$ cat config.mk
export PLATFORM = sky130hd
export DESIGN_NAME = utf8_stream_sanitizer
export DESIGN_NICKNAME = d
export VERILOG_FILES = /design/src/design/uss_pkg.sv /design/src/design/uss_front.sv /design/src/design/uss_job_fifo.sv /design/src/design/uss_back.sv /design/src/design/utf8_stream_sanitizer.sv
export VERILOG_INCLUDE_DIRS = /design/src /design/src/design
export SDC_FILE = /design/constraint.sdc
export NUM_CORES = 1
export LEC_CHECK = 0
export ABC_AREA = 1
export BUFFER_PORTS_ARGS = -buffer_cell sky130_fd_sc_hd__buf_2
export CORE_MARGIN = 1.5
export CORE_UTILIZATION = 50
export DETAILED_ROUTE_END_ITERATION = 8
export PLACE_DENSITY = 0.63
export SLEW_MARGIN = 20
export SYNTH_ARGS = -nofsm -noshare
export SYNTH_HDL_FRONTEND = slang
export SYNTH_SLANG_ARGS = --single-unit
$ cat constraint.sdc
create_clock -name clk_i -period 5.1 [get_ports clk_i]
set_input_delay 0.51 -clock clk_i [delete_from_list [all_inputs] [get_ports clk_i]]
set_output_delay 0.51 -clock clk_i [all_outputs]
set_load 0.005 [all_outputs]
$ cat src/design/assert_macros.svh
// Assertion macros shared by the sanitizer RTL.
// Checks compile away when SYNTHESIS is defined; no other dependencies.
`ifndef ASSERT_MACROS_SVH
`define ASSERT_MACROS_SVH
`ifndef SYNTHESIS
`define USS_ASSERT(lbl, clk, rst_n, prop) \
  lbl: assert property (@(posedge clk) disable iff (!rst_n) prop) \
    else $error("%m: property violated");
`define USS_NEVER(lbl, clk, rst_n, cond) \
  lbl: assert property (@(posedge clk) disable iff (!rst_n) !(cond)) \
    else $error("%m: forbidden condition seen");
`else
`define USS_ASSERT(lbl, clk, rst_n, prop)
`define USS_NEVER(lbl, clk, rst_n, cond)
`endif
`endif

$ cat src/design/uss_pkg.sv
// Package for the UTF-8 stream sanitizer: byte constants, job type,
// lead-byte decode. No dependencies.
package uss_pkg;

  localparam logic [7:0] AsciiLimit = 8'h80;
  localparam logic [7:0] Lead2Min   = 8'hC2;
  localparam logic [7:0] Lead3Min   = 8'hE0;
  localparam logic [7:0] Lead4Min   = 8'hF0;
  localparam logic [7:0] LeadLimit  = 8'hF5;
  localparam logic [7:0] LeadE0     = 8'hE0;
  localparam logic [7:0] LeadED     = 8'hED;
  localparam logic [7:0] LeadF0     = 8'hF0;
  localparam logic [7:0] LeadF4     = 8'hF4;
  localparam logic [7:0] ContLow    = 8'h80;
  localparam logic [7:0] ContHigh   = 8'hBF;
  localparam logic [7:0] LowAfterE0 = 8'hA0;
  localparam logic [7:0] HighAfterED = 8'h9F;
  localparam logic [7:0] LowAfterF0 = 8'h90;
  localparam logic [7:0] HighAfterF4 = 8'h8F;
  localparam logic [7:0] Repl0      = 8'hEF;
  localparam logic [7:0] Repl1      = 8'hBF;
  localparam logic [7:0] Repl2      = 8'hBD;

  localparam int MaxBytes  = 6;
  localparam int FifoDepth = 4;
  localparam int PtrW      = $clog2(FifoDepth);
  localparam int CntW      = $clog2(FifoDepth + 1);

  typedef struct packed {
    logic [2:0]            len;
    logic [MaxBytes-1:0][7:0] bytes;
  } job_t;

  typedef struct packed {
    logic [1:0] held_count;
    logic [2:0] expected_length;
  } front_stat_t;

  typedef struct packed {
    logic [7:0] low;
    logic [7:0] high;
  } bounds_t;

  function automatic logic [2:0] lead_len(input logic [7:0] b);
    logic [2:0] len;
    if (b < AsciiLimit)     len = 3'd1;
    else if (b < Lead2Min)  len = 3'd0;
    else if (b < Lead3Min)  len = 3'd2;
    else if (b < Lead4Min)  len = 3'd3;
    else if (b < LeadLimit) len = 3'd4;
    else                    len = 3'd0;
    return len;
  endfunction

  function automatic bounds_t lead_bounds(input logic [7:0] b);
    bounds_t bnd;
    bnd.low  = ContLow;
    bnd.high = ContHigh;
    if (b == LeadE0)      bnd.low  = LowAfterE0;
    else if (b == LeadED) bnd.high = HighAfterED;
    else if (b == LeadF0) bnd.low  = LowAfterF0;
    else if (b == LeadF4) bnd.high = HighAfterF4;
    return bnd;
  endfunction

endpackage

$ cat src/design/uss_front.sv
// Front end: accepts items, tracks the partial UTF-8 sequence and builds
// at most one output job per item. Depends on uss_pkg.
module uss_front import uss_pkg::*; (
  input  logic        clk_i,
  input  logic        rst_ni,
  input  logic        in_valid_i,
  output logic        in_ready_o,
  input  logic        mode_i,
  input  logic [7:0]  byte_i,
  input  logic        job_ready_i,
  output logic        job_valid_o,
  output job_t        job_o,
  output front_stat_t stat_o
);

  logic [1:0]      held_cnt_q, held_cnt_d;
  logic [2:0]      exp_len_q, exp_len_d;
  logic [7:0]      low_q, low_d, high_q, high_d;
  logic [2:0][7:0] held_q, held_d;
  logic            accept;
  job_t            job;
  logic [2:0]      ll;
  logic [2:0]      base;
  logic            do_lead;
  bounds_t         bnd;

  assign in_ready_o  = job_ready_i;
  assign accept      = in_valid_i && job_ready_i;
  assign job_valid_o = accept && (job.len != 3'd0);
  assign job_o       = job;
  assign stat_o      = '{held_count: held_cnt_q, expected_length: exp_len_q};

  always_comb begin
    held_cnt_d = held_cnt_q;
    exp_len_d  = exp_len_q;
    low_d      = low_q;
    high_d     = high_q;
    held_d     = held_q;
    job        = '0;
    base       = 3'd0;
    do_lead    = 1'b0;
    ll         = lead_len(byte_i);
    bnd        = lead_bounds(byte_i);
    if (mode_i) begin
      held_cnt_d = 2'd0;
      exp_len_d  = 3'd0;
    end else if (held_cnt_q == 2'd0) begin
      do_lead = 1'b1;
    end else if (byte_i < low_q || byte_i > high_q) begin
      held_cnt_d    = 2'd0;
      job.bytes[0]  = Repl0;
      job.bytes[1]  = Repl1;
      job.bytes[2]  = Repl2;
      job.len       = 3'd3;
      base          = 3'd3;
      do_lead       = 1'b1;
    end else begin
      low_d  = ContLow;
      high_d = ContHigh;
      if ((3'(held_cnt_q) + 3'd1 >= exp_len_q) || (held_cnt_q == 2'd3)) begin
        for (int i = 0; i < 3; i++) begin
          if (2'(i) < held_cnt_q) job.bytes[i] = held_q[i];
        end
        job.bytes[3'(held_cnt_q)] = byte_i;
        job.len    = 3'(held_cnt_q) + 3'd1;
        held_cnt_d = 2'd0;
      end else begin
        held_d[held_cnt_q] = byte_i;
        held_cnt_d         = held_cnt_q + 2'd1;
      end
    end
    if (do_lead) begin
      case (ll)
        3'd0: begin
          job.bytes[base]        = Repl0;
          job.bytes[base + 3'd1] = Repl1;
          job.bytes[base + 3'd2] = Repl2;
          job.len                = base + 3'd3;
        end
        3'd1: begin
          job.bytes[base] = byte_i;
          job.len         = base + 3'd1;
        end
        default: begin
          held_d[0]  = byte_i;
          held_cnt_d = 2'd1;
          exp_len_d  = ll;
          low_d      = bnd.low;
          high_d     = bnd.high;
        end
      endcase
    end
  end

  always_ff @(posedge clk_i or negedge rst_ni) begin
    if (!rst_ni) begin
      held_cnt_q <= 2'd0;
      exp_len_q  <= 3'd0;
      low_q      <= ContLow;
      high_q     <= ContHigh;
    end else if (accept) begin
      held_cnt_q <= held_cnt_d;
      exp_len_q  <= exp_len_d;
      low_q      <= low_d;
      high_q     <= high_d;
    end
  end

  always_ff @(posedge clk_i) begin
    if (accept) begin
      held_q <= held_d;
    end
  end

endmodule

$ cat src/design/uss_job_fifo.sv
// Job queue between front end and serializer.
// Depends on uss_pkg (job_t, FifoDepth).
module uss_job_fifo import uss_pkg::*; (
  input  logic clk_i,
  input  logic rst_ni,
  input  logic push_i,
  input  job_t push_job_i,
  output logic full_o,
  input  logic pop_i,
  output logic head_valid_o,
  output job_t head_o
);

  job_t            mem_q [FifoDepth];
  logic [PtrW-1:0] wr_ptr_q, rd_ptr_q;
  logic [CntW-1:0] cnt_q;

  assign full_o       = (cnt_q == CntW'(FifoDepth));
  assign head_valid_o = (cnt_q != '0);
  assign head_o       = mem_q[rd_ptr_q];

  always_ff @(posedge clk_i or negedge rst_ni) begin
    if (!rst_ni) begin
      wr_ptr_q <= '0;
      rd_ptr_q <= '0;
      cnt_q    <= '0;
    end else begin
      if (push_i) wr_ptr_q <= wr_ptr_q + PtrW'(1);
      if (pop_i)  rd_ptr_q <= rd_ptr_q + PtrW'(1);
      case ({push_i, pop_i})
        2'b10:   cnt_q <= cnt_q + CntW'(1);
        2'b01:   cnt_q <= cnt_q - CntW'(1);
        default: cnt_q <= cnt_q;
      endcase
    end
  end

  always_ff @(posedge clk_i) begin
    if (push_i) begin
      mem_q[wr_ptr_q] <= push_job_i;
    end
  end

endmodule

$ cat src/design/uss_back.sv
// Serializer: walks the head job one byte per cycle into the output register while output is not stalled.
// Depends on uss_pkg (job_t).
module uss_back import uss_pkg::*; (
  input  logic       clk_i,
  input  logic       rst_ni,
  input  logic       head_valid_i,
  input  job_t       head_i,
  output logic       pop_o,
  output logic       out_valid_o,
  input  logic       out_ready_i,
  output logic [7:0] out_byte_o,
  output logic       out_last_o
);

  logic [2:0] idx_q;
  logic       out_valid_q;
  logic [7:0] out_byte_q;
  logic       out_last_q;
  logic       load;
  logic       is_last;

  assign load        = head_valid_i && (!out_valid_q || out_ready_i);
  assign is_last     = (idx_q == head_i.len - 3'd1);
  assign pop_o       = load && is_last;
  assign out_valid_o = out_valid_q;
  assign out_byte_o  = out_byte_q;
  assign out_last_o  = out_last_q;

  always_ff @(posedge clk_i or negedge rst_ni) begin
    if (!rst_ni) begin
      idx_q       <= 3'd0;
      out_valid_q <= 1'b0;
    end else begin
      if (load) begin
        out_valid_q <= 1'b1;
        idx_q       <= is_last ? 3'd0 : idx_q + 3'd1;
      end else if (out_ready_i) begin
        out_valid_q <= 1'b0;
      end
    end
  end

  always_ff @(posedge clk_i) begin
    if (load) begin
      out_byte_q <= head_i.bytes[idx_q];
      out_last_q <= is_last;
    end
  end

endmodule

$ cat src/design/utf8_stream_sanitizer.sv
// Top level of the UTF-8 stream sanitizer: front end, job queue, serializer.
// Depends on uss_pkg, uss_front, uss_job_fifo, uss_back, assert_macros.svh.
//
// channel  | direction | payload
// s_axis   | in        | tdata = data_byte, tuser = mode
// m_axis   | out       | tdata = out_byte, tlast = last_of_run
//
// An item is taken every cycle while the four-entry job queue has room.
// Output runs at one byte per cycle while m_axis_tready accepts; an item giving n bytes holds the serializer
// until all n are sent. The first byte passes the job queue, then the output register.
// Reset clears the sequence state, queue and output valid flag at once.
// Output stalls back up into the queue, then into s_axis_tready.
`include "assert_macros.svh"

module utf8_stream_sanitizer import uss_pkg::*; (
  input  logic       clk_i,
  input  logic       rst_ni,
  input  logic       s_axis_tvalid,
  output logic       s_axis_tready,
  input  logic [7:0] s_axis_tdata,   // [7:0] data_byte
  input  logic       s_axis_tuser,   // [0] mode
  output logic       m_axis_tvalid,
  input  logic       m_axis_tready,
  output logic [7:0] m_axis_tdata,   // [7:0] out_byte
  output logic       m_axis_tlast
);

  logic        job_valid;
  job_t        job;
  logic        fifo_full;
  logic        pop;
  logic        head_valid;
  job_t        head;
  front_stat_t stat;
  logic        held_ok;

  uss_front u_front (
    .clk_i       (clk_i),
    .rst_ni      (rst_ni),
    .in_valid_i  (s_axis_tvalid),
    .in_ready_o  (s_axis_tready),
    .mode_i      (s_axis_tuser),
    .byte_i      (s_axis_tdata),
    .job_ready_i (!fifo_full),
    .job_valid_o (job_valid),
    .job_o       (job),
    .stat_o      (stat)
  );

  uss_job_fifo u_fifo (
    .clk_i        (clk_i),
    .rst_ni       (rst_ni),
    .push_i       (job_valid),
    .push_job_i   (job),
    .full_o       (fifo_full),
    .pop_i        (pop),
    .head_valid_o (head_valid),
    .head_o       (head)
  );

  uss_back u_back (
    .clk_i        (clk_i),
    .rst_ni       (rst_ni),
    .head_valid_i (head_valid),
    .head_i       (head),
    .pop_o        (pop),
    .out_valid_o  (m_axis_tvalid),
    .out_ready_i  (m_axis_tready),
    .out_byte_o   (m_axis_tdata),
    .out_last_o   (m_axis_tlast)
  );

  assign held_ok = (stat.expected_length > 3'(stat.held_count)) &&
                   (stat.expected_length <= 3'd4);

  `USS_NEVER(a_no_push_when_full, clk_i, rst_ni, job_valid && fifo_full)
  `USS_ASSERT(a_held_within_len, clk_i, rst_ni, (stat.held_count != 2'd0) |-> held_ok)
  `USS_ASSERT(a_run_continues, clk_i, rst_ni, (m_axis_tvalid && m_axis_tready && !m_axis_tlast) |=> m_axis_tvalid)

endmodule

=== After elaboration in Yosys (flattened, before gate mapping) ===
Memory sizes are Yosys's and may differ from the RTL's.
Index checks and enable logic that the tools add are counted.

* Bits in registers: 65
* RAM bits: 204
* Bits of input ports: 13
* Memories: 1

* $add $sub $neg: 11
* Magnitude comparators: 22
* Equality and inequality tests: 10
* Mux-type cells: 87
* Bitwise logic cells: 13
* Reductions and logical operators: 22

{| class="wikitable"
|+ Memory list
! memory !! depth !! bits a word !! read ports !! clocked after memory_dff !! wr ports !! RTL line !! RTL
|-
| u_fifo.mem_q || 4 || 51 || 1 || 0 || 1 || uss_job_fifo.sv:14 || <nowiki>job_t mem_q [FifoDepth];</nowiki>
|}

{| class="wikitable"
|+ Operators by type and width
! kind !! number
|-
| $mux W8 || 41
|-
| $mux W51 || 4
|-
| $pmux W51 S2 || 1
|-
| $bwmux W48 || 2
|-
| $or A42 B42 Y42 || 2
|-
| $demux W8 S3 || 3
|-
| $mux W24 || 2
|-
| $lt A8 B8 Y1 const B || 5
|-
| $mux W3 || 12
|-
| $or A36 B36 Y36 || 1
|-
| $demux W8 S2 || 2
|-
| $eq A8 B8 Y1 const B || 4
|-
| $bmux W8 S3 || 1
|-
| $bwmux W24 || 1
|-
| $lt A3 B4 Y1 const B || 4
|-
| $mux W2 || 7
|-
| $and A12 B12 Y12 || 1
|-
| $and A6 B6 Y6 || 2
|-
| $mux W6 || 2
|-
| $not A12 Y12 || 1
|-
| $not A6 Y6 || 2
|-
| $add A3 B1 Y3 const B || 3
|-
| $ge A3 B1 Y1 const B || 3
|-
| $logic_and A1 B1 Y1 || 9
|-
| other kinds (29) || 50
|}

=== Logic depth before layout (Yosys ltp) ===
Gate-level depths: netlist of the first run.

* Depth in word-level cells: 21
* Mapped depth: 25

=== Cells and area by module ===
Synthesis of the first run repeated with hierarchy kept, for this count alone.

* Cell total of the unflattened synthesis: 1313
* Area, all modules: 13220.2 um2

{| class="wikitable"
|+ By module, submodules not included
! module !! times used !! cells each !! area each (um2) !! sequential area each (um2)
|-
| uss_job_fifo || 1 || 745 || 8973.6 || 6301.0
|-
| uss_front || 1 || 409 || 3199.3 || 1256.2
|-
| uss_back || 1 || 158 || 1043.5 || 370.4
|-
| utf8_stream_sanitizer || 1 || 1 || 3.8 || 0.0
|}

=== Least setup slack after synthesis of the first run ===
No wires, ideal clock.

* Kind: flip-flop to flip-flop
* From: reg u_front.held_cnt_q[1]
* To: mem u_fifo.mem_q[0][0] (netlist bit), enable pin
* Library setup time: 0.429 ns
* Arrival time: 3.596 ns
* Data required time: 4.671 ns
* Slack: 1.074 ns
* Stages on the path, launching flop included: 17
* Buffers on the path: 1
* Path through: dfrtp_1 clkbuf_1 inv_1 ha_1 ha_1 o21ai_0 nand2_1 nand2_1 nand2_1 nand2_1 nand3_1 nand2_1 inv_1 a21oi_2 nand2_2 nand2_4 nor2_1

* Word-level cells in the longest chain between the ends: 13

{| class="wikitable"
|+ RTL lines
! what !! RTL line !! RTL
|-
| from (decl) || uss_front.sv:16 || <nowiki>logic [1:0] held_cnt_q, held_cnt_d;</nowiki>
|-
| from (signal assigned) || uss_front.sv:102 || <nowiki>held_cnt_q <= held_cnt_d;</nowiki>
|-
| $add A2 B1 Y3 || uss_front.sv:60, uss_front.sv:65 ||
|-
| $ge A3 B3 Y1 || uss_front.sv:60 || <nowiki>if ((3'(held_cnt_q) + 3'd1 >= exp_len_q) || (held_cnt_q == 2'd3)) begin</nowiki>
|-
| $logic_or A1 B1 Y1 || uss_front.sv:60 ||
|-
| $mux W51 || uss_front.sv:60 ||
|-
| $mux W3 || uss_front.sv:49 || <nowiki>end else if (byte_i < low_q || byte_i > high_q) begin</nowiki>
|-
| $mux W51 || uss_front.sv:47 || <nowiki>end else if (held_cnt_q == 2'd0) begin</nowiki>
|-
| $mux W51 || uss_front.sv:44 || <nowiki>if (mode_i) begin</nowiki>
|-
| $pmux W51 S2 || uss_front.sv:73 || <nowiki>case (ll)</nowiki>
|-
| $mux W51 (*) || uss_front.sv:72 || <nowiki>if (do_lead) begin</nowiki>
|-
| $reduce_bool A3 Y1 (*) || uss_front.sv:29 || <nowiki>assign job_valid_o = accept && (job.len != 3'd0);</nowiki>
|-
| $logic_and A1 B1 Y1 (*) || uss_front.sv:29 ||
|-
| $mux W1 (*) || uss_job_fifo.sv:39 || <nowiki>if (push_i) begin</nowiki>
|-
| $mux W1 (not written as such) (*) || uss_job_fifo.sv:40 || <nowiki>mem_q[wr_ptr_q] <= push_job_i;</nowiki>
|-
| to (decl) || uss_job_fifo.sv:14 ||
|}

Mark *: on every way between the ends. The rest lies on a longest branch, timed or not.

=== Worst setup path in the final report of the first run ===
* From: reg u_front.held_cnt_q[1]
* To: reg u_fifo.cnt_q[2]

* Word-level cells in the longest chain between the ends: 13

{| class="wikitable"
|+ RTL lines
! what !! RTL line !! RTL
|-
| $add A2 B1 Y3 || uss_front.sv:60, uss_front.sv:65 ||
|-
| $ge A3 B3 Y1 || uss_front.sv:60 ||
|-
| $logic_or A1 B1 Y1 || uss_front.sv:60 ||
|-
| $mux W51 || uss_front.sv:60 ||
|-
| $mux W3 || uss_front.sv:49 ||
|-
| $mux W51 || uss_front.sv:47 ||
|-
| $mux W51 || uss_front.sv:44 ||
|-
| $pmux W51 S2 || uss_front.sv:73 ||
|-
| $mux W51 (*) || uss_front.sv:72 ||
|-
| $reduce_bool A3 Y1 (*) || uss_front.sv:29 ||
|-
| $logic_and A1 B1 Y1 (*) || uss_front.sv:29 ||
|-
| $eq A2 B1 Y1 or $eq A2 B2 Y1 (tied branches) || uss_job_fifo.sv:30 || <nowiki>case ({push_i, pop_i})</nowiki>
|-
| $pmux W3 S2 or $reduce_bool A2 Y1 (tied branches) || -- ||
|-
| to (signal assigned) || uss_job_fifo.sv:31 || <nowiki>2'b10: cnt_q <= cnt_q + CntW'(1);</nowiki>
|-
| to (signal assigned) || uss_job_fifo.sv:32 || <nowiki>2'b01: cnt_q <= cnt_q - CntW'(1);</nowiki>
|-
| to (signal assigned) || uss_job_fifo.sv:33 || <nowiki>default: cnt_q <= cnt_q;</nowiki>
|-
| to (decl) || uss_job_fifo.sv:16 || <nowiki>logic [CntW-1:0] cnt_q;</nowiki>
|}

Marks and branches as above.
A chain may end at the register's enable or synchronous reset.

==> impl_metrics.env, run 1 <==
export IMPL_status="finished clean"
export IMPL_clkTransAtPathRegs_ns=0.06
export IMPL_io_pins=24
export IMPL_p_leak_uw=0.00410
export IMPL_drv_cap=0
export IMPL_cts_tree="yes"
export IMPL_cts_setup_buffers=0
export IMPL_seqPwrFrac=0.396
export IMPL_synth_fp_nets=908
export IMPL_crit_path_end="u_fifo.cnt_q[2]"
export IMPL_grt_pass1_vias=6495
export IMPL_reg2reg_slack_ns=1.07
export IMPL_min_period_ns=4.03
export IMPL_skew_ns=0.0164
export IMPL_io_buffers=23
export IMPL_ys_warn_count=0
export IMPL_synthArstFlopShare=0.153
export IMPL_grt_overflow=0
export IMPL_ctsRootBufferMaster="clkbuf_16"
export IMPL_syn_inst=865
export IMPL_synthFlopType="edfxtp_1"
export IMPL_htree_levels=1
export IMPL_grt_pass1_wl_mm=35.5
export IMPL_grt_busiest_layer="met2"
export IMPL_reg2regPathDepth=20
export IMPL_die_h_um=141
export IMPL_finalNonFillerCells=1135
export IMPL_wl_per_cell_um=20.0
export IMPL_path_common_cell="nand2_1"
export IMPL_placedInstanceArea_um2=9860
export IMPL_num_vias=6645
export IMPL_fin_util=0.572
export IMPL_nets=928
export IMPL_grt_max_degree=41
export IMPL_critPathKind="flip-flop to flip-flop"
export IMPL_synth_cell_area_um2=9500
export IMPL_clockBufferDepth=3
export IMPL_rows=50
export IMPL_setup_viol=0
export IMPL_final_cell_area_um2=10700
export IMPL_hp_class="primary input to asynchronous set/reset pin"
export IMPL_relSlewSlack=0.321
export IMPL_fillCellCount=1606
export IMPL_core_um2=18600
export IMPL_use_met2=0.404
export IMPL_die_area_um2=19800
export IMPL_hold_viol=0
export IMPL_synth_avg_cell_area_um2=11.0
export IMPL_drc_errors=0
export IMPL_worstSetupStartpoint="u_front.held_cnt_q[1]"
export IMPL_dp_cells=1094
export IMPL_ant_nets=0
export IMPL_cellPowerDensity_nw_per_um2=583
export IMPL_pwr_share_clk=0.281
export IMPL_worstSetupStartpointType="flip-flop"
export IMPL_regArea_um2=6130
export IMPL_antenna_found_initial=0
export IMPL_drt_wl_total_mm=22.7
export IMPL_ys_seq_elements=209
export IMPL_dp_worst_setup_slack_ns=1.12
export IMPL_grt_total_usage=0.235
export IMPL_ctsResizeCount=0
export IMPL_gp_congestion=0.960
export IMPL_slowest_stage="dfrtp_1"
export IMPL_rsz0062_at_grt="false"
export IMPL_p_int_uw=3990
export IMPL_critPathMaxFanout=26
export IMPL_num_antenna_cells=0
export IMPL_initial_core_util=0.509
export IMPL_die_w_um=141
export IMPL_ys_seq_area_frac=0.645
export IMPL_finalMaxSlewViolations=0
export IMPL_switching_share=0.358
export IMPL_cts_sinks=209
export IMPL_routed_via_density=5.85
export IMPL_drt_first_pass_iters=5
export IMPL_use_met3=0.0279
export IMPL_finalCritPeriodShare=0.790
export IMPL_grt_util_met1=0.314
export IMPL_slowest_delay_ns=0.54
export IMPL_r2r_start="u_front.held_cnt_q[1]"
export IMPL_p_comb_frac=0.323
export IMPL_p_sw_uw=2230
export IMPL_ir_worst_vdd_mv=0.280
export IMPL_max_freq_mhz=248
export IMPL_r2r_end="u_fifo.cnt_q[2]"
export IMPL_path_cells="inv_1, ha_1, ha_1, o21ai_0, nand2_1, nand2_1, nand2_1, nand2_1, nand3_1, nand2_1, inv_1, a21oi_2, nand2_2, nand2_4, ha_1, inv_1, fa_1, a21oi_1, o21ai_0, xor2_1"
export IMPL_first_iter_violations=568
export IMPL_synth_edf_count=177
export IMPL_insertion_delay_ns=0.51
export IMPL_syn_to_final_growth_pct=12.3
export IMPL_cts_buffers=23
export IMPL_worst_slack_ns=1.07
export IMPL_synth_cell_types=45
export IMPL_setup_tns_ns=0
export IMPL_required_ns=5.49
export IMPL_critPathArrivalTime_ns=4.42
export IMPL_multi_input_area_um2=2950
export IMPL_critPathCaptureType="flip-flop"
export IMPL_tightest_slew_ns=0.993
export IMPL_hold_buffers=0
export IMPL_hpwl_mm=14.7
export IMPL_drive_above_1_share=0.121
[critical path, delay by kind of cell (launching register included)]
kind | cells | cell delay (ns)
adders and majority gates | 4 | 1.23
DFF | 1 | 0.54
buffers and inverters | 3 | 0.27
xor gates and xnor gates | 1 | 0.15
and+or+nand+nor | 8 | 1.21
AOI/OAI and AO/OA | 4 | 0.52
[power groups by stage]
stage / clock network, uW / logic [uW] / registers [uW]
6_report: 1750 / 2010 / 2460
5_1_grt: 1840 / 2270 / 2490
4_1_cts: 1770 / 2020 / 2460
3_5_place_dp: 0 / 2010 / 2490
3_3_place_gp: 0 / 1950 / 2480
2_1_floorplan: 0 / 1420 / 2420
[registers in the layout, summed over array words and instances, names as in the netlist]
signal and count:
u_back.idx_q 3, u_back.out_byte_o 8, u_back.out_last_o 1, u_back.out_valid_o 1, u_fifo.cnt_q 3, u_fifo.mem_q 144, u_fifo.rd_ptr_q 2, u_fifo.wr_ptr_q 2
u_front.exp_len_q 3, u_front.held_cnt_q 2, u_front.held_q 24, u_front.high_q 8, u_front.low_q 8
[layout by cell type, fill, tap and decap left out, types with 16 or more instances in the layout]
| master | netlist | final |
|---|---|---|
| buf_2 | 4 | 23 |
| a21oi_1 | 33 | 33 |
| ha_1 | 29 | 29 |
| nand3_1 | 26 | 26 |
| inv_1 | 72 | 72 |
| nor2_1 | 97 | 93 |
| o21ai_0 | 128 | 128 |
| o221ai_1 | 21 | 21 |
| dfrtp_1 | 24 | 23 |
| nand2_1 | 126 | 126 |
| clkbuf_16 | 0 | 23 |
| edfxtp_1 | 177 | 177 |
| o22ai_1 | 16 | 16 |
[per-stage QoR]
stage / hold WS (ns) / total power [uW]
after floorplan: 0.214 / 3850
final: 0.0596 / 6220
after CTS: 0.0741 / 6250
after detailed placement: 0.475 / 4500
after global routing: 0.117 / 6590
after global placement: 0.460 / 4430
[kinds of logic (layout without fill, tap and decap cells)]
kind of cell / count (synthesis) / count (layout) / share of synthesized area
xor+xnor: 8 / 8 / 0.00738
buf+inv: 117 / 153 / 0.0485
simple gates: 273 / 273 / 0.120
compound gates: 228 / 228 / 0.138
fa+ha+maj: 30 / 30 / 0.0403
flops: 209 / 209 / 0.645
[cell usage after synthesis, drive strengths merged, types with 2 or more instances]
| cell | number | area share |
|---|---|---|
| edfxtp | 177 | 0.56 |
| o21ai | 134 | 0.072 |
| nand2 | 132 | 0.054 |
| nor2 | 99 | 0.040 |
| inv | 75 | 0.030 |
| a21oi | 34 | 0.018 |
| clkbuf | 29 | 0.011 |
| ha | 29 | 0.038 |
| nand3 | 28 | 0.017 |
| dfrtp | 24 | 0.063 |
| o221ai | 21 | 0.019 |
| o22ai | 16 | 0.011 |
| o211ai | 12 | 0.0095 |
| buf | 11 | 0.0065 |
| dfstp | 8 | 0.022 |
| xor2 | 7 | 0.0065 |
| nand4 | 4 | 0.0026 |
| nor3 | 4 | 0.0033 |
| or2 | 4 | 0.0026 |
| a31oi | 3 | 0.0020 |
| clkinv | 2 | 0.00092 |
| nor4 | 2 | 0.0013 |
[cell type report]
cell class	instances	share of cell area
multi-input cells	539	0.277
clock buffers	25	0.0547
inverters	77	0.0272
flip-flops and latches	209	0.575
well taps	234	0.0275
repair buffers	35	0.0192
clock inverters	16	0.0198
[routing by layer]
layer	wire (um)	share of wire
met2	11100	0.49
met1	9690	0.43
met3	1360	0.060
met5	0	0
met4	529	0.023
[how the worst min path moves through the flow]
stage / startpoint / endpoint / slack (ns) / cells after the start
floorplan: rst_ni / u_back.idx_q[0] / 0.21 / 0
global placement: u_fifo.cnt_q[0] / u_fifo.cnt_q[0] / 0.46 / 1
detailed placement: u_fifo.cnt_q[1] / u_fifo.cnt_q[1] / 0.47 / 2
CTS: rst_ni / u_back.idx_q[1] / 0.07 / 1
global route: rst_ni / u_fifo.rd_ptr_q[0] / 0.12 / 1
finish: rst_ni / u_back.idx_q[1] / 0.06 / 1
Power figures use the tool's default switching activity.
==> run 2, diff against run 1 <==
--- a/config.mk
+++ b/config.mk
@@ -11,7 +11,7 @@
 export CORE_MARGIN = 1.5
 export CORE_UTILIZATION = 50
 export DETAILED_ROUTE_END_ITERATION = 8
-export PLACE_DENSITY = 0.63
+export PLACE_DENSITY = 0.66
 export SLEW_MARGIN = 20
 export SYNTH_ARGS = -nofsm -noshare
 export SYNTH_HDL_FRONTEND = slang
==> constraint.sdc (replaced) <==
create_clock -name clk_i -period 3.3 [get_ports clk_i]
set_input_delay 0.33 -clock clk_i [delete_from_list [all_inputs] [get_ports clk_i]]
set_output_delay 0.33 -clock clk_i [all_outputs]
set_load 0.005 [all_outputs]
==> run 2 against run 1 <==
Cell count is 3.3% higher. Routed wire length is 3.9% lower. Core utilization is 1.7 points higher. First-iteration DRC count is 31% higher. Non-clock buffer count is 36 higher. Clock skew is 0.0082 ns lower. Die area stayed put. Global-route usage is 1.1 points lower. Count of clock-buffer cells in the layout is 2 higher. Combinational power is 65% higher. Clock power is 49% higher. Register-to-register slack worse by 0.75 ns. Critical endpoint unchanged. Largest cell class unchanged.
==> impl_metrics.env, run 2 (synthesis gave the netlist of run 1 again) <==
export IMPL_drt_first_pass_iters=6
export IMPL_cellPowerDensity_nw_per_um2=880
export IMPL_rsz0062_at_grt="false"
export IMPL_num_antenna_cells=0
export IMPL_hpwl_mm=14.1
export IMPL_slowest_delay_ns=0.51
export IMPL_die_h_um=141
export IMPL_cts_tree="yes"
export IMPL_ctsRootBufferMaster="clkbuf_16"
export IMPL_worstSetupStartpointType="flip-flop"
export IMPL_ir_worst_vdd_mv=0.484
export IMPL_hp_start="s_axis_tvalid"
export IMPL_grt_overflow=0
export IMPL_hold_viol=0
export IMPL_skew_ns=0.00825
export IMPL_finalCritPeriodShare=0.904
export IMPL_grt_pass1_vias=6394
export IMPL_first_iter_violations=742
export IMPL_drv_cap=0
export IMPL_initial_core_util=0.509
export IMPL_drt_wl_total_mm=21.8
export IMPL_syn_to_final_growth_pct=15.6
export IMPL_status="finished clean"
export IMPL_critPathArrivalTime_ns=3.38
export IMPL_setup_viol=0
export IMPL_critPathMaxFanout=4
export IMPL_nets=964
export IMPL_clockBufferDepth=3
export IMPL_routed_via_density=5.71
export IMPL_min_period_ns=2.98
export IMPL_antenna_found_initial=0
export IMPL_grt_total_usage=0.223
export IMPL_cts_buffers=23
export IMPL_grt_pass1_wl_mm=34.4
export IMPL_insertion_delay_ns=0.51
export IMPL_tightest_slew_ns=0.869
export IMPL_drive_above_1_share=0.150
export IMPL_cts_sinks=209
export IMPL_critPathKind="flip-flop to flip-flop"
export IMPL_final_cell_mix="edfxtp_1, o21ai_0, nand2_1, nor2_1, inv_1"
export IMPL_clkTransAtPathRegs_ns=0.06
export IMPL_p_leak_uw=0.00428
export IMPL_critPathCaptureType="flip-flop"
export IMPL_core_um2=18600
export IMPL_io_pins=24
export IMPL_path_cells="inv_1, ha_1, nand2_1, nor2_2, nand4_1, nand2_4, nand3_4, nand2_4, nor2_1, a21oi_2, nand2_2, nand2_4, ha_1, inv_1, fa_2, a21oi_1, o21ai_1, xor2_1"
export IMPL_grt_max_degree=53
export IMPL_setup_tns_ns=0
export IMPL_relSlewSlack=0.415
export IMPL_num_vias=6693
export IMPL_reg_largest_list="u_fifo.mem_q (144), u_front.held_q (24)"
export IMPL_die_w_um=141
export IMPL_path_common_cell="nand2_4"
export IMPL_max_freq_mhz=335
export IMPL_dp_worst_setup_slack_ns=0.0906
export IMPL_drc_errors=0
export IMPL_final_common_cell="edfxtp_1"
export IMPL_ant_nets=0
export IMPL_worst_slack_ns=0.318
export IMPL_rows=50
export IMPL_regArea_um2=6130
export IMPL_wl_per_cell_um=18.6
export IMPL_multi_input_area_um2=2980
export IMPL_largest_register_ffs=144
export IMPL_htree_levels=1
export IMPL_slowest_stage="dfstp_2"
export IMPL_hp_class="primary input to flip-flop"
export IMPL_die_area_um2=19800
export IMPL_finalMaxSlewViolations=0
export IMPL_required_ns=3.69
export IMPL_r2r_start="u_front.high_q[7]"
export IMPL_io_buffers=23
export IMPL_gp_congestion=0.873
export IMPL_largest_register="u_fifo.mem_q"
export IMPL_fillCellCount=1560
export IMPL_worstSetupStartpoint="u_front.high_q[7]"
[run 2: through the flow]
stage          hold WS, ns  power (uW)   util  cells  cell area (um2)
2_1_floorplan       0.0344        5950      -    865             9510
3_3_place_gp         0.434        7020  0.544   1126            10100
3_5_place_dp         0.453        7080  0.544   1126            10100
4_1_cts              0.121        9690  0.586   1170            10900
5_1_grt              0.137       10300  0.589   1172            11000
6_report             0.131        9660  0.589   1172            11000
[run 2: final cells by class]
class | count | share of cell area
Clock inverter | 15 | 0.0166
Multi-Input combinational cell | 539 | 0.271
Tap cell | 234 | 0.0267
Sequential cell | 209 | 0.558
Timing Repair Buffer | 71 | 0.0472
Clock buffer | 27 | 0.0538
Inverter | 77 | 0.0264
[run 2: power breakdown]
part           total (uW)  switching, uW  internal, uW
clock                2600           1010          1600
combinational        3320           2240          1080
sequential           3740            192          3550
[run 2: what timing repair did]
action	in CTS	in global routing
setup endpoints to repair	0	2
gates resized for setup	0	9
hold buffers	2	0
hold endpoints to repair	25	0
setup buffers	0	2
[run 2: final timing paths]
path	cells past startpoint	endpoint	slack (ns)
worst max-delay path	18	u_fifo.cnt_q[2]	0.32
worst min-delay path	4	u_front.exp_len_q[0]	0.13
worst max register to register	18	u_fifo.cnt_q[2]	0.32
worst min register to register	2	u_front.high_q[2]	0.48
max in group asynchronous	2	u_fifo.rd_ptr_q[0]	2.33
min in group asynchronous	2	u_fifo.rd_ptr_q[1]	0.43
[run 2: critical path: cells and delay by family (launching register included)]
kind	cells	cell delay [ns]
compound gates	3	0.35
xor+xnor	1	0.14
fa+ha+maj	3	0.80
buf+inv	2	0.12
flops	1	0.51
simple gates	9	0.93
[run 2: per-layer routing]
layer / up-vias / wire length (um) / global-route usage
met5: - / 0 / 0
met4: 0 / 568 / 0.0729
met3: 46 / 1210 / 0.0258
met2: 231 / 10500 / 0.373
met1: 3234 / 9500 / 0.308
li1: 3182 / - / -
